**config.mk**
```make
export PLATFORM = sky130hd
export DESIGN_NAME = voice_table_with_steal_flat
export DESIGN_NICKNAME = d
export VERILOG_FILES = /design/src/rtl/vts_pkg.sv /design/src/rtl/vts_in_if.sv /design/src/rtl/vts_out_if.sv /design/src/rtl/vts_cell.sv /design/src/rtl/vts_seq.sv /design/src/rtl/voice_table_with_steal.sv /design/src/flat_wrapper.sv
export SDC_FILE = /design/constraint.sdc
export NUM_CORES = 1
export LEC_CHECK = 0
export CAP_MARGIN = 15
export CORE_MARGIN = 4
export CORE_UTILIZATION = 50
export DETAILED_ROUTE_END_ITERATION = 7
export DONT_BUFFER_PORTS = 1
export GPL_TIMING_DRIVEN = 0
export PLACE_DENSITY_LB_ADDON = 0.3
export REMOVE_ABC_BUFFERS = 1
export SYNTH_ARGS = -nofsm -noshare
export SYNTH_HDL_FRONTEND = slang
export SYNTH_SLANG_ARGS = --single-unit
export TNS_END_PERCENT = 1
```
**constraint.sdc**
```tcl
create_clock -name clk_i -period 9.75 [get_ports clk_i]
set_clock_uncertainty 0.05 [all_clocks]
set_input_delay 0.4875 -clock clk_i [delete_from_list [all_inputs] [get_ports clk_i]]
set_output_delay 0.4875 -clock clk_i [all_outputs]
set_load 0.01 [all_outputs]
```
**src/rtl/vts_pkg.sv**
```systemverilog
// Package for the voice table: sizes, codes and the types shared by
// the interfaces, the voice cells and the sequencer. No dependencies.
`timescale 1ns / 1ps
`default_nettype none

package vts_pkg;

  localparam int unsigned TABLE_DEPTH = 32;
  localparam int unsigned IDX_W       = $clog2(TABLE_DEPTH);
  localparam int unsigned CNT_W       = $clog2(TABLE_DEPTH + 1);

  localparam int unsigned ACTION_W  = 2;
  localparam int unsigned SOUND_W   = 8;
  localparam int unsigned GAIN_W    = 16;
  localparam int unsigned STATUS_W  = 2;
  localparam int unsigned OCOUNT_W  = 6;
  localparam int unsigned MAXV_W    = 6;
  localparam logic [MAXV_W-1:0] MAXV_RESET = MAXV_W'(8);

  localparam int unsigned CMP_W = (CNT_W > MAXV_W) ? CNT_W : MAXV_W;

  typedef enum logic [ACTION_W-1:0] {
    ACT_PLAY    = 2'd0,
    ACT_FINISH  = 2'd1,
    ACT_BUF_END = 2'd2,
    ACT_NONE    = 2'd3
  } action_e;

  typedef enum logic [STATUS_W-1:0] {
    STAT_OK        = 2'd0,
    STAT_FULL      = 2'd1,
    STAT_NOT_FOUND = 2'd2
  } status_e;

  typedef enum logic [1:0] {
    ST_IDLE,
    ST_APPEND,
    ST_PASS,
    ST_DONE
  } seq_state_e;

  typedef enum logic [1:0] {
    OP_MARK_NP,
    OP_MARK_ANY,
    OP_FIND,
    OP_DROP
  } pass_op_e;

  typedef enum logic [1:0] {
    CMD_HOLD,
    CMD_APPEND,
    CMD_STEP
  } cell_cmd_e;

  typedef struct packed {
    logic [SOUND_W-1:0] sound;
    logic               prio;
    logic               dropped;
    logic [GAIN_W-1:0]  gain;
  } voice_t;

  typedef struct packed {
    cell_cmd_e          cmd;
    logic [CNT_W-1:0]   len;
    logic               keep;
  } cell_ctrl_t;

endpackage

`default_nettype wire

```
**src/rtl/vts_in_if.sv**
```systemverilog
// Input channel of the voice table: valid/ready handshake and one event word.
// Depends on vts_pkg for the field widths.
`timescale 1ns / 1ps
`default_nettype none

interface vts_in_if;
  import vts_pkg::*;

  logic                valid;
  logic                ready;
  logic [ACTION_W-1:0] action;
  logic [SOUND_W-1:0]  sound_id;
  logic                priority_req;
  logic [GAIN_W-1:0]   loudness;

  modport source (output valid, output action, output sound_id, output priority_req,
                  output loudness, input ready);
  modport sink   (input valid, input action, input sound_id, input priority_req,
                  input loudness, output ready);
endinterface

`default_nettype wire

```
**src/rtl/vts_out_if.sv**
```systemverilog
// Result channel of the voice table: valid/ready handshake and one result word.
// Depends on vts_pkg for the field widths.
`timescale 1ns / 1ps
`default_nettype none

interface vts_out_if;
  import vts_pkg::*;

  logic                valid;
  logic                ready;
  logic [STATUS_W-1:0] status;
  logic                drop_marked;
  logic [SOUND_W-1:0]  dropped_sound_id;
  logic [OCOUNT_W-1:0] removed_count;
  logic [OCOUNT_W-1:0] active_count;

  modport source (output valid, output status, output drop_marked,
                  output dropped_sound_id, output removed_count,
                  output active_count, input ready);
  modport sink   (input valid, input status, input drop_marked,
                  input dropped_sound_id, input removed_count,
                  input active_count, output ready);
endinterface

`default_nettype wire

```
**src/rtl/vts_cell.sv**
```systemverilog
// One voice cell of the table chain: holds one voice and takes its
// neighbor's voice or the tail voice under the broadcast command. Uses vts_pkg.
`timescale 1ns / 1ps
`default_nettype none

module vts_cell (
  input  logic                      clk_i,
  input  logic [vts_pkg::IDX_W-1:0] idx_i,
  input  vts_pkg::cell_ctrl_t       ctrl_i,
  input  vts_pkg::voice_t           right_i,
  input  vts_pkg::voice_t           tail_i,
  output vts_pkg::voice_t           entry_o
);
  import vts_pkg::*;

  voice_t           entry_q;
  voice_t           entry_d;
  logic [CNT_W-1:0] pos;
  logic [CNT_W-1:0] pos_next;

  assign pos      = CNT_W'(idx_i);
  assign pos_next = pos + CNT_W'(1);

  // During a step every cell below the live tail moves one place toward
  // the head; the last live cell takes the voice that comes back around, if it is kept.
  always_comb begin
    entry_d = entry_q;
    case (ctrl_i.cmd)
      CMD_APPEND: begin
        if (pos == ctrl_i.len) begin
          entry_d = tail_i;
        end
      end
      CMD_STEP: begin
        if (pos_next < ctrl_i.len) begin
          entry_d = right_i;
        end else if (pos_next == ctrl_i.len && ctrl_i.keep) begin
          entry_d = tail_i;
        end
      end
      default: begin
        entry_d = entry_q;
      end
    endcase
  end

  always_ff @(posedge clk_i) begin
    entry_q <= entry_d;
  end

  assign entry_o = entry_q;

endmodule

`default_nettype wire

```
**src/rtl/vts_seq.sv**
```systemverilog
// Sequencer of the voice table: takes events, drives the cell chain through
// append and rotation passes, and holds the result word. Uses vts_pkg.
`timescale 1ns / 1ps
`default_nettype none

module vts_seq (
  input  logic                         clk_i,
  input  logic                         rst_ni,
  input  logic                         max_voices_we_i,
  input  logic [vts_pkg::MAXV_W-1:0]   max_voices_i,
  input  logic                         in_valid_i,
  output logic                         in_ready_o,
  input  logic [vts_pkg::ACTION_W-1:0] in_action_i,
  input  logic [vts_pkg::SOUND_W-1:0]  in_sound_id_i,
  input  logic                         in_priority_req_i,
  input  logic [vts_pkg::GAIN_W-1:0]   in_loudness_i,
  output logic                         out_valid_o,
  input  logic                         out_ready_i,
  output logic [vts_pkg::STATUS_W-1:0] out_status_o,
  output logic                         out_drop_marked_o,
  output logic [vts_pkg::SOUND_W-1:0]  out_dropped_sound_id_o,
  output logic [vts_pkg::OCOUNT_W-1:0] out_removed_count_o,
  output logic [vts_pkg::OCOUNT_W-1:0] out_active_count_o,
  input  vts_pkg::voice_t              head_i,
  output vts_pkg::cell_ctrl_t          ctrl_o,
  output vts_pkg::voice_t              tail_o
);
  import vts_pkg::*;

  // Control state.
  seq_state_e          state_q, state_d;
  pass_op_e            op_q, op_d;
  logic [CNT_W-1:0]    count_q, count_d;
  logic [MAXV_W-1:0]   max_q;
  logic                out_valid_q, out_valid_d;

  // Working registers of the current event.
  logic [SOUND_W-1:0]  sid_q, sid_d;
  logic                prio_q, prio_d;
  logic [GAIN_W-1:0]   gain_q, gain_d;
  logic [CNT_W-1:0]    len_q, len_d;
  logic [CNT_W-1:0]    step_q, step_d;
  logic                found_q, found_d;
  logic                any_q, any_d;
  status_e             status_q, status_d;
  logic                marked_q, marked_d;
  logic [SOUND_W-1:0]  marked_id_q, marked_id_d;
  logic [CNT_W-1:0]    removed_q, removed_d;

  // Result word.
  logic [STATUS_W-1:0] o_status_q, o_status_d;
  logic                o_marked_q, o_marked_d;
  logic [SOUND_W-1:0]  o_marked_id_q, o_marked_id_d;
  logic [OCOUNT_W-1:0] o_removed_q, o_removed_d;
  logic [OCOUNT_W-1:0] o_active_q, o_active_d;

  logic                hit;
  logic                keep;
  logic                mark_op;
  voice_t              head_out;
  voice_t              new_voice;
  logic                load_out;
  logic                accept;
  logic                full;
  logic                over_limit;

  assign new_voice = '{sound: sid_q, prio: prio_q, dropped: 1'b0, gain: gain_q};
  assign accept    = in_valid_i && in_ready_o;
  assign full      = (count_q == CNT_W'(TABLE_DEPTH));
  assign over_limit = CMP_W'(count_q + CNT_W'(1)) > CMP_W'(max_q);
  assign load_out  = (state_q == ST_DONE) && (!out_valid_q || out_ready_i);
  assign mark_op   = (op_q == OP_MARK_NP) || (op_q == OP_MARK_ANY);

  // Decision on the voice leaving the head of the chain.
  always_comb begin
    hit      = 1'b0;
    keep     = 1'b1;
    head_out = head_i;
    case (op_q)
      OP_MARK_NP:  hit = !found_q && !head_i.dropped && !head_i.prio;
      OP_MARK_ANY: hit = !found_q && !head_i.dropped;
      OP_FIND: begin
        hit  = !found_q && (head_i.sound == sid_q);
        keep = !hit;
      end
      OP_DROP: begin
        hit  = head_i.dropped;
        keep = !hit;
      end
      default: hit = 1'b0;
    endcase
    if (mark_op && hit) begin
      head_out.dropped = 1'b1;
    end
  end

  // Next state and working registers.
  always_comb begin
    state_d       = state_q;
    op_d          = op_q;
    count_d       = count_q;
    sid_d         = sid_q;
    prio_d        = prio_q;
    gain_d        = gain_q;
    len_d         = len_q;
    step_d        = step_q;
    found_d       = found_q;
    any_d         = any_q;
    status_d      = status_q;
    marked_d      = marked_q;
    marked_id_d   = marked_id_q;
    removed_d     = removed_q;
    out_valid_d   = out_valid_q;
    o_status_d    = o_status_q;
    o_marked_d    = o_marked_q;
    o_marked_id_d = o_marked_id_q;
    o_removed_d   = o_removed_q;
    o_active_d    = o_active_q;

    if (out_valid_q && out_ready_i) begin
      out_valid_d = 1'b0;
    end

    case (state_q)
      ST_IDLE: begin
        if (accept) begin
          sid_d       = in_sound_id_i;
          prio_d      = in_priority_req_i;
          gain_d      = in_loudness_i;
          status_d    = STAT_OK;
          marked_d    = 1'b0;
          marked_id_d = '0;
          removed_d   = '0;
          found_d     = 1'b0;
          any_d       = 1'b0;
          len_d       = count_q;
          step_d      = count_q;
          case (action_e'(in_action_i))
            ACT_PLAY: begin
              if (full) begin
                status_d = STAT_FULL;
                state_d  = ST_DONE;
              end else begin
                state_d = ST_APPEND;
              end
            end
            ACT_FINISH: begin
              op_d    = OP_FIND;
              state_d = ST_PASS;
            end
            ACT_BUF_END: begin
              op_d    = OP_DROP;
              state_d = ST_PASS;
            end
            default: begin
              state_d = ST_DONE;
            end
          endcase
        end
      end
      ST_APPEND: begin
        count_d = count_q + CNT_W'(1);
        if (over_limit) begin
          op_d    = OP_MARK_NP;
          len_d   = count_q + CNT_W'(1);
          step_d  = count_q + CNT_W'(1);
          state_d = ST_PASS;
        end else begin
          state_d = ST_DONE;
        end
      end
      ST_PASS: begin
        if (step_q == '0) begin
          count_d = len_q;
          case (op_q)
            OP_MARK_NP: begin
              // Only priority voices are left undropped: second pass.
              if (!found_q && any_q) begin
                op_d   = OP_MARK_ANY;
                step_d = len_q;
              end else begin
                state_d = ST_DONE;
              end
            end
            OP_FIND: begin
              if (!found_q) begin
                status_d = STAT_NOT_FOUND;
              end
              state_d = ST_DONE;
            end
            default: begin
              state_d = ST_DONE;
            end
          endcase
        end else begin
          step_d = step_q - CNT_W'(1);
          if (hit) begin
            found_d = 1'b1;
          end
          if (!keep) begin
            len_d     = len_q - CNT_W'(1);
            removed_d = removed_q + CNT_W'(1);
          end
          if (mark_op && hit) begin
            marked_d    = 1'b1;
            marked_id_d = head_i.sound;
          end
          if (op_q == OP_MARK_NP && !head_i.dropped) begin
            any_d = 1'b1;
          end
        end
      end
      ST_DONE: begin
        if (load_out) begin
          out_valid_d   = 1'b1;
          o_status_d    = status_q;
          o_marked_d    = marked_q;
          o_marked_id_d = marked_id_q;
          o_removed_d   = OCOUNT_W'(removed_q);
          o_active_d    = OCOUNT_W'(count_q);
          state_d       = ST_IDLE;
        end
      end
      default: begin
        state_d = ST_IDLE;
      end
    endcase
  end

  // Commands to the cell chain and the handshake.
  always_comb begin
    in_ready_o = (state_q == ST_IDLE);
    ctrl_o     = '{cmd: CMD_HOLD, len: len_q, keep: keep};
    tail_o     = head_out;
    case (state_q)
      ST_APPEND: begin
        ctrl_o = '{cmd: CMD_APPEND, len: count_q, keep: 1'b1};
        tail_o = new_voice;
      end
      ST_PASS: begin
        if (step_q != '0) begin
          ctrl_o = '{cmd: CMD_STEP, len: len_q, keep: keep};
        end
      end
      default: begin
        ctrl_o = '{cmd: CMD_HOLD, len: len_q, keep: keep};
      end
    endcase
  end

  always_ff @(posedge clk_i or negedge rst_ni) begin
    if (!rst_ni) begin
      state_q     <= ST_IDLE;
      op_q        <= OP_MARK_NP;
      count_q     <= '0;
      max_q       <= MAXV_RESET;
      out_valid_q <= 1'b0;
    end else begin
      state_q     <= state_d;
      op_q        <= op_d;
      count_q     <= count_d;
      out_valid_q <= out_valid_d;
      if (max_voices_we_i) begin
        max_q <= max_voices_i;
      end
    end
  end

  always_ff @(posedge clk_i) begin
    sid_q         <= sid_d;
    prio_q        <= prio_d;
    gain_q        <= gain_d;
    len_q         <= len_d;
    step_q        <= step_d;
    found_q       <= found_d;
    any_q         <= any_d;
    status_q      <= status_d;
    marked_q      <= marked_d;
    marked_id_q   <= marked_id_d;
    removed_q     <= removed_d;
    o_status_q    <= o_status_d;
    o_marked_q    <= o_marked_d;
    o_marked_id_q <= o_marked_id_d;
    o_removed_q   <= o_removed_d;
    o_active_q    <= o_active_d;
  end

  assign out_valid_o            = out_valid_q;
  assign out_status_o           = o_status_q;
  assign out_drop_marked_o      = o_marked_q;
  assign out_dropped_sound_id_o = o_marked_id_q;
  assign out_removed_count_o    = o_removed_q;
  assign out_active_count_o     = o_active_q;

endmodule

`default_nettype wire

```
**src/rtl/voice_table_with_steal.sv**
```systemverilog
// Voice table with oldest-voice stealing. A rejected play or the unused action goes
// straight to the result; a play appends the voice and, over max_voices, runs a marking
// pass, and a second one when only priority voices are left to mark; finish and buffer
// end run one pass. Each pass steps once through every live voice. A new event is taken
// only after the last one's result is loaded, which waits while a result is pending.
// Reset (rst_ni, asynchronous, low) empties the table and sets max_voices to 8.
`timescale 1ns / 1ps
`default_nettype none

module voice_table_with_steal (
  input  logic                       clk_i,
  input  logic                       rst_ni,
  input  logic                       max_voices_we_i,
  input  logic [vts_pkg::MAXV_W-1:0] max_voices_i,
  vts_in_if.sink                     in_i,
  vts_out_if.source                  out_o
);
  import vts_pkg::*;

  // The table is a row of voice cells, oldest voice in cell 0. Every event
  // that has to look at the voices in age order runs a pass: for each live
  // voice the head cell's word goes to the sequencer, all live cells move one
  // place toward the head, and the sequencer hands the word back to the last
  // live cell, marked for dropping where needed, or lets it vanish when the
  // voice is removed. After a pass of N steps the survivors stand in their old
  // order, packed from cell 0, so removals compact the table for free.
  //
  // A play first writes the new voice into the cell just past the live ones.
  // If the count then exceeds max_voices a marking pass looks for the oldest
  // voice that is neither dropped nor priority; if there is none but some
  // undropped voice was seen, a second pass marks the oldest undropped voice.
  //
  // Cells beyond the live count hold stale words and are never looked at; the
  // cell storage has no reset.
  //
  // The result word sits in its own register, so the next event is taken while
  // an earlier result still waits on the output side.

  cell_ctrl_t cell_ctrl;
  voice_t     tail_voice;
  voice_t     cell_voice [TABLE_DEPTH];

  vts_seq u_seq (
    .clk_i                  (clk_i),
    .rst_ni                 (rst_ni),
    .max_voices_we_i        (max_voices_we_i),
    .max_voices_i           (max_voices_i),
    .in_valid_i             (in_i.valid),
    .in_ready_o             (in_i.ready),
    .in_action_i            (in_i.action),
    .in_sound_id_i          (in_i.sound_id),
    .in_priority_req_i      (in_i.priority_req),
    .in_loudness_i          (in_i.loudness),
    .out_valid_o            (out_o.valid),
    .out_ready_i            (out_o.ready),
    .out_status_o           (out_o.status),
    .out_drop_marked_o      (out_o.drop_marked),
    .out_dropped_sound_id_o (out_o.dropped_sound_id),
    .out_removed_count_o    (out_o.removed_count),
    .out_active_count_o     (out_o.active_count),
    .head_i                 (cell_voice[0]),
    .ctrl_o                 (cell_ctrl),
    .tail_o                 (tail_voice)
  );

  // The last cell never shifts from a right neighbor, so it sees the tail word.
  for (genvar g = 0; g < TABLE_DEPTH; g++) begin : g_cell
    if (g == TABLE_DEPTH - 1) begin : g_last
      vts_cell u_cell (
        .clk_i   (clk_i),
        .idx_i   (IDX_W'(g)),
        .ctrl_i  (cell_ctrl),
        .right_i (tail_voice),
        .tail_i  (tail_voice),
        .entry_o (cell_voice[g])
      );
    end else begin : g_mid
      vts_cell u_cell (
        .clk_i   (clk_i),
        .idx_i   (IDX_W'(g)),
        .ctrl_i  (cell_ctrl),
        .right_i (cell_voice[g+1]),
        .tail_i  (tail_voice),
        .entry_o (cell_voice[g])
      );
    end
  end

endmodule

`default_nettype wire
```
**src/flat_wrapper.sv**
```systemverilog
// flat-port wrapper written by rule: the top's interface ports become plain ports
module voice_table_with_steal_flat import vts_pkg::*;
  (clk_i, rst_ni, max_voices_we_i, max_voices_i, in_i_valid, in_i_action, in_i_sound_id, in_i_priority_req, in_i_loudness, in_i_ready, out_o_valid, out_o_status, out_o_drop_marked, out_o_dropped_sound_id, out_o_removed_count, out_o_active_count, out_o_ready);
  vts_in_if in_i_i ();
  vts_out_if out_o_i ();
  input  logic clk_i;
  input  logic rst_ni;
  input  logic max_voices_we_i;
  input  logic [vts_pkg::MAXV_W-1:0] max_voices_i;
  input wire logic [$bits(in_i_i.valid)-1:0] in_i_valid;
  input wire logic [$bits(in_i_i.action)-1:0] in_i_action;
  input wire logic [$bits(in_i_i.sound_id)-1:0] in_i_sound_id;
  input wire logic [$bits(in_i_i.priority_req)-1:0] in_i_priority_req;
  input wire logic [$bits(in_i_i.loudness)-1:0] in_i_loudness;
  output wire logic [$bits(in_i_i.ready)-1:0] in_i_ready;
  output wire logic [$bits(out_o_i.valid)-1:0] out_o_valid;
  output wire logic [$bits(out_o_i.status)-1:0] out_o_status;
  output wire logic [$bits(out_o_i.drop_marked)-1:0] out_o_drop_marked;
  output wire logic [$bits(out_o_i.dropped_sound_id)-1:0] out_o_dropped_sound_id;
  output wire logic [$bits(out_o_i.removed_count)-1:0] out_o_removed_count;
  output wire logic [$bits(out_o_i.active_count)-1:0] out_o_active_count;
  input wire logic [$bits(out_o_i.ready)-1:0] out_o_ready;
  assign in_i_i.valid = in_i_valid;
  assign in_i_i.action = in_i_action;
  assign in_i_i.sound_id = in_i_sound_id;
  assign in_i_i.priority_req = in_i_priority_req;
  assign in_i_i.loudness = in_i_loudness;
  assign in_i_ready = in_i_i.ready;
  assign out_o_valid = out_o_i.valid;
  assign out_o_status = out_o_i.status;
  assign out_o_drop_marked = out_o_i.drop_marked;
  assign out_o_dropped_sound_id = out_o_i.dropped_sound_id;
  assign out_o_removed_count = out_o_i.removed_count;
  assign out_o_active_count = out_o_i.active_count;
  assign out_o_i.ready = out_o_ready;
  voice_table_with_steal u_core (.clk_i(clk_i), .rst_ni(rst_ni), .max_voices_we_i(max_voices_we_i), .max_voices_i(max_voices_i), .in_i(in_i_i), .out_o(out_o_i));
endmodule
```
==> reports/summary.md <==
The number of cells on the worst hold path is 1, and the antenna diode count is 0. Setup repair after global routing left no endpoint under its margin. The run gives 9.95 ns as the data required time at the worst endpoint.

The library cell used most frequently in the layout, excluding fill and tap cells, is sky130_fd_sc_hd__edfxtp_1. Once the clock tree was built, the resizer swapped 0 gates to a different size. Internal power comes to 2748 uW.

Measured along the y axis, the die boundary spans 199.2 um. Counting flops and latches in the post-synthesis netlist gives 400. The first detailed-routing pass took 5 iterations. Counting cells, the worst reg-to-reg path comes to 9. Global routing consumed, over all layers together, 20.11% of the routing resources. The run gives 0 as the hold violation count in the final report.

Type of origin of the critical path: a register. In this run the critical register-to-register path is captured at u_core.g_cell[16].g_mid.u_cell.entry_o[17]$_DFFE_PP_. Across the VDD grid, the largest voltage drop is 0.1525 mV. The flow ran to the end, and the final reports show no timing, DRC or antenna violations. The maximum count of clock buffers along a single path was 3; the routed length per placed instance was 21.01 um. The post-detailed-routing wire length is 39,840 um.

Global-route track usage on met2: 31.66%. Combinational logic burns 0.4% of the power. The distinct cell type count of the synthesized netlist came out at 65. The congestion estimate from routability-driven global placement came to 0.9257. Summing the sequential cell areas from Yosys gives 65.25% of the chip area. The run gives 645.9 uW as the reported net switching power. For hold timing, the worst endpoint is u_core.u_seq.max_q[5]$_DFFE_PN0P_.

STA classifies the critical path endpoint as a register. The root buffer cell chosen for the clock tree is sky130_fd_sc_hd__clkbuf_16. In the layout the commonest cells are 383 x sky130_fd_sc_hd__edfxtp_1, 207 x sky130_fd_sc_hd__nor2_1, 197 x sky130_fd_sc_hd__a21oi_1. The post-CTS clock slew at the launch and capture registers of the worst setup and hold paths was 0.06 ns; the largest fanout on the critical path was 48. The mean area per synthesized cell works out to 12.89 um^2. The overall overflow remaining after global route is 0, and the fraction of layout cells with a size suffix above 1 is 18.54%. The worst hold path belongs to the class input port to register.

The minimum setup slack in the final design was 4.680 ns. The final layout contains 1,459 nets. The tools report the clock buffer count from CTS as 41.

The run gives 0 as the count of final max-slew check failures. Once the floorplan was initialized, standard cells occupied 51.02% of the core. The switching part of the total works out to 19.03%. The run gives 11,171 as the count of vias placed by the detailed router. The power density over the cells is 167.4 nW/um^2, and the worst setup timing slack at the placement stage is 4.566 ns. After layout, the worst path uses 52.00% of the clock period. met2 is the most crowded layer. In this run the count of I/O pins placed on the die edge is 63.

Synthesis handed over a netlist of 1,418 instances. The largest net degree at the start of global routing is 49, and the share of power burned in the clock network is 44.9%. The signed area change from the synthesized netlist to the final layout is 10.87%, and the via count of the first global-routing pass is 10,924. TritonCTS built the clock tree. The sum of negative setup slack came out at 0 ns. Critical path class: register to register. Registers are responsible for 54.7% of the overall power. The clock latency at the later pin of the worst-skew pair is 0.54 ns, and the die outline area is 39,680 um^2. The final critical delay including setup and external delays was 5.070 ns; the total of buffers placed on input and output ports was 0. For this run, the leading register cell type out of synthesis is sky130_fd_sc_hd__edfxtp_1. The run gives 0.1972 GHz as the peak clock frequency supported by timing. The H-tree was split into 2 levels. Detailed placement ended at an HPWL of 26,840 um. The max-capacitance violation count is 0, and the count of flip-flops with a built-in enable after synthesis is 383. In the routed design, unresolved DRC markers number 0. The reported leakage power is 0.005027 uW, and the relative slew slack is 15.83%.

The first-pass GRT wire length is 62,220 um. The run gives 0 as the number of antenna violations at the first check in global routing. For this run, global-route usage on met3 was measured as 4.350%.

Setup violations remaining at the end of the flow were counted as 0. Global routing used 28.28% of the available met1 tracks. The fraction of the core area covered by cells at the end of the flow is 56.57%, and the remaining number of nets flagged by the antenna check after routing is 0.

After floorplanning, the core was sized to cover 35,830 um^2. The clock drives 400 sinks. In this run the most critical hold path is launched from max_voices_we_i.

The total number of yosys warnings was 0; the cell row count was 69. Dividing the detail-routed via count by the number of cells gives 5.892. The synthesized netlist occupies a cell area of 18,280 um^2.

At the pin with the least slew margin, the transition time is 1.263 ns. The startpoint identified for the worst register-to-register timing path is u_core.u_seq.state_q[0]$_DFFE_PN0P_. The setup slack of the most critical reg-to-reg path is 4.68 ns, and the share of flip-flops with an asynchronous set or reset after synthesis is 4.250%. The number of DRC markers after the initial detailed-route iteration was 1,099; the arrival time reported for the critical path endpoint was 5.27 ns. The die is 199.2 um wide.
worst max-delay path, cell delays in order (launching register included):
cell and delay, ns:
sky130_fd_sc_hd__dfrtp_1 0.42, sky130_fd_sc_hd__inv_1 0.11, sky130_fd_sc_hd__ha_2 0.76, sky130_fd_sc_hd__nand2b_1 0.58
sky130_fd_sc_hd__a22o_1 0.75, sky130_fd_sc_hd__o21ai_2 0.46, sky130_fd_sc_hd__a21oi_1 0.95, sky130_fd_sc_hd__a21oi_1 0.06
sky130_fd_sc_hd__o21ai_0 0.33, sky130_fd_sc_hd__buf_4 0.29
how the worst max path moves through the flow:
| stage | start | to | slack, ns | depth (start not counted) |
|---|---|---|---|---|
| after floorplan | u_core.u_seq.state_q[0]$_DFFE_PN0P_ | u_core.g_cell[16].g_mid.u_cell.entry_o[16]$_DFFE_PP_ | 3.32 | 8 |
| after global placement | u_core.u_seq.state_q[0]$_DFFE_PN0P_ | u_core.g_cell[16].g_mid.u_cell.entry_o[19]$_DFFE_PP_ | 0.49 | 8 |
| after detailed placement | u_core.u_seq.state_q[0]$_DFFE_PN0P_ | u_core.g_cell[0].g_mid.u_cell.entry_o[18]$_DFFE_PP_ | 4.57 | 7 |
| after CTS | u_core.u_seq.state_q[0]$_DFFE_PN0P_ | u_core.g_cell[0].g_mid.u_cell.entry_o[18]$_DFFE_PP_ | 4.53 | 7 |
| after global routing | u_core.u_seq.state_q[0]$_DFFE_PN0P_ | u_core.g_cell[16].g_mid.u_cell.entry_o[19]$_DFFE_PP_ | 4.29 | 9 |
| final | u_core.u_seq.state_q[0]$_DFFE_PN0P_ | u_core.g_cell[16].g_mid.u_cell.entry_o[17]$_DFFE_PP_ | 4.68 | 9 |
final cells by class:
type	instances	area, um^2
multi-input cells	882	5844
clock inverters	26	249.0
flip-flops and latches	400	11930
clock buffers	50	1060
well taps	461	576.8
repair buffers	43	481.7
inverters	34	127.6
fillers	2814	15560
power groups by stage:
stage                     logic [uW]  registers, uW  clock network [uW]
after floorplan                 6.08           1890                   0
after global placement          7.34           1890                   0
after detailed placement        7.79           1890                   0
after CTS                       13.1           1860                1550
after global routing            15.1           1860                1630
final                           13.0           1860                1520
through the flow:
step	cells	instance area (um^2)	hold WS, ns	total power (uW)
after floorplan	1316	17760	0.1419	1900
after detailed placement	1803	18800	0.1423	1902
after CTS	1890	20220	0.002956	3419
after global placement	1777	18330	0.1424	1901
final	1896	20270	0.01384	3394
after global routing	1896	20270	0.001694	3501
timing repair:
action,4_1_cts,5_1_grt
endpoints found under the setup margin,0,0
hold endpoints to repair,30,0
hold buffers,11,0
setup buffers,0,0
synthesized netlist by cell type (all sizes together) (10+ instances only):
library cell	n	share of area [%]
o21ai	52	1.7
a31oi	12	0.41
nor2	208	4.3
o221ai	11	0.53
dfrtp	16	2.2
mux2i	10	0.55
clkbuf	50	1.0
mux2	137	8.4
and2	17	0.58
edfxtp	383	63
inv	33	0.68
nand3	19	0.52
o211ai	13	0.64
nor3	13	0.42
xnor2	21	1.0
nand2	64	1.3
a21oi	199	5.5
buf	52	1.8
ha	19	1.3
layer usage:
layer,share of wire (%),vias up
met3,7.0,75
met1,44,5490
met2,46,393
met4,3.1,0
met5,0,-
li1,-,5213
state kept, by name (all words and copies together), names as in the netlist, 2 cells and up:
signal and count:
u_core.u_seq.count_q 6, u_core.u_seq.out_status_o 2, u_core.u_seq.sid_q 8, u_core.g_cell.g_last.u_cell.entry_o 10, u_core.u_seq.out_dropped_sound_id_o 8, u_core.u_seq.out_removed_count_o 6, u_core.u_seq.state_q 2, u_core.u_seq.op_q 2
u_core.u_seq.out_active_count_o 6, u_core.u_seq.len_q 6, u_core.u_seq.status_q 2, u_core.u_seq.removed_q 6, u_core.u_seq.step_q 6, u_core.u_seq.max_q 6, u_core.g_cell.g_mid.u_cell.entry_o 310, u_core.u_seq.marked_id_q 8
cells by family (layout without fill, tap and decap cells):
| group | count (synthesis) | count (layout) | share of synthesized area, % |
|---|---|---|---|
| flip-flops | 400 | 400 | 65.25 |
| adder cells (fa/ha/maj) | 19 | 19 | 1.300 |
| buffers and inverters | 136 | 153 | 3.559 |
| multiplexers | 147 | 147 | 8.987 |
| XOR/XNOR | 25 | 25 | 1.198 |
| AND/OR/NAND/NOR | 357 | 357 | 8.686 |
| AO/OA/AOI/OAI | 334 | 334 | 11.02 |
Note: power is estimated with default switching activity, not from simulation.
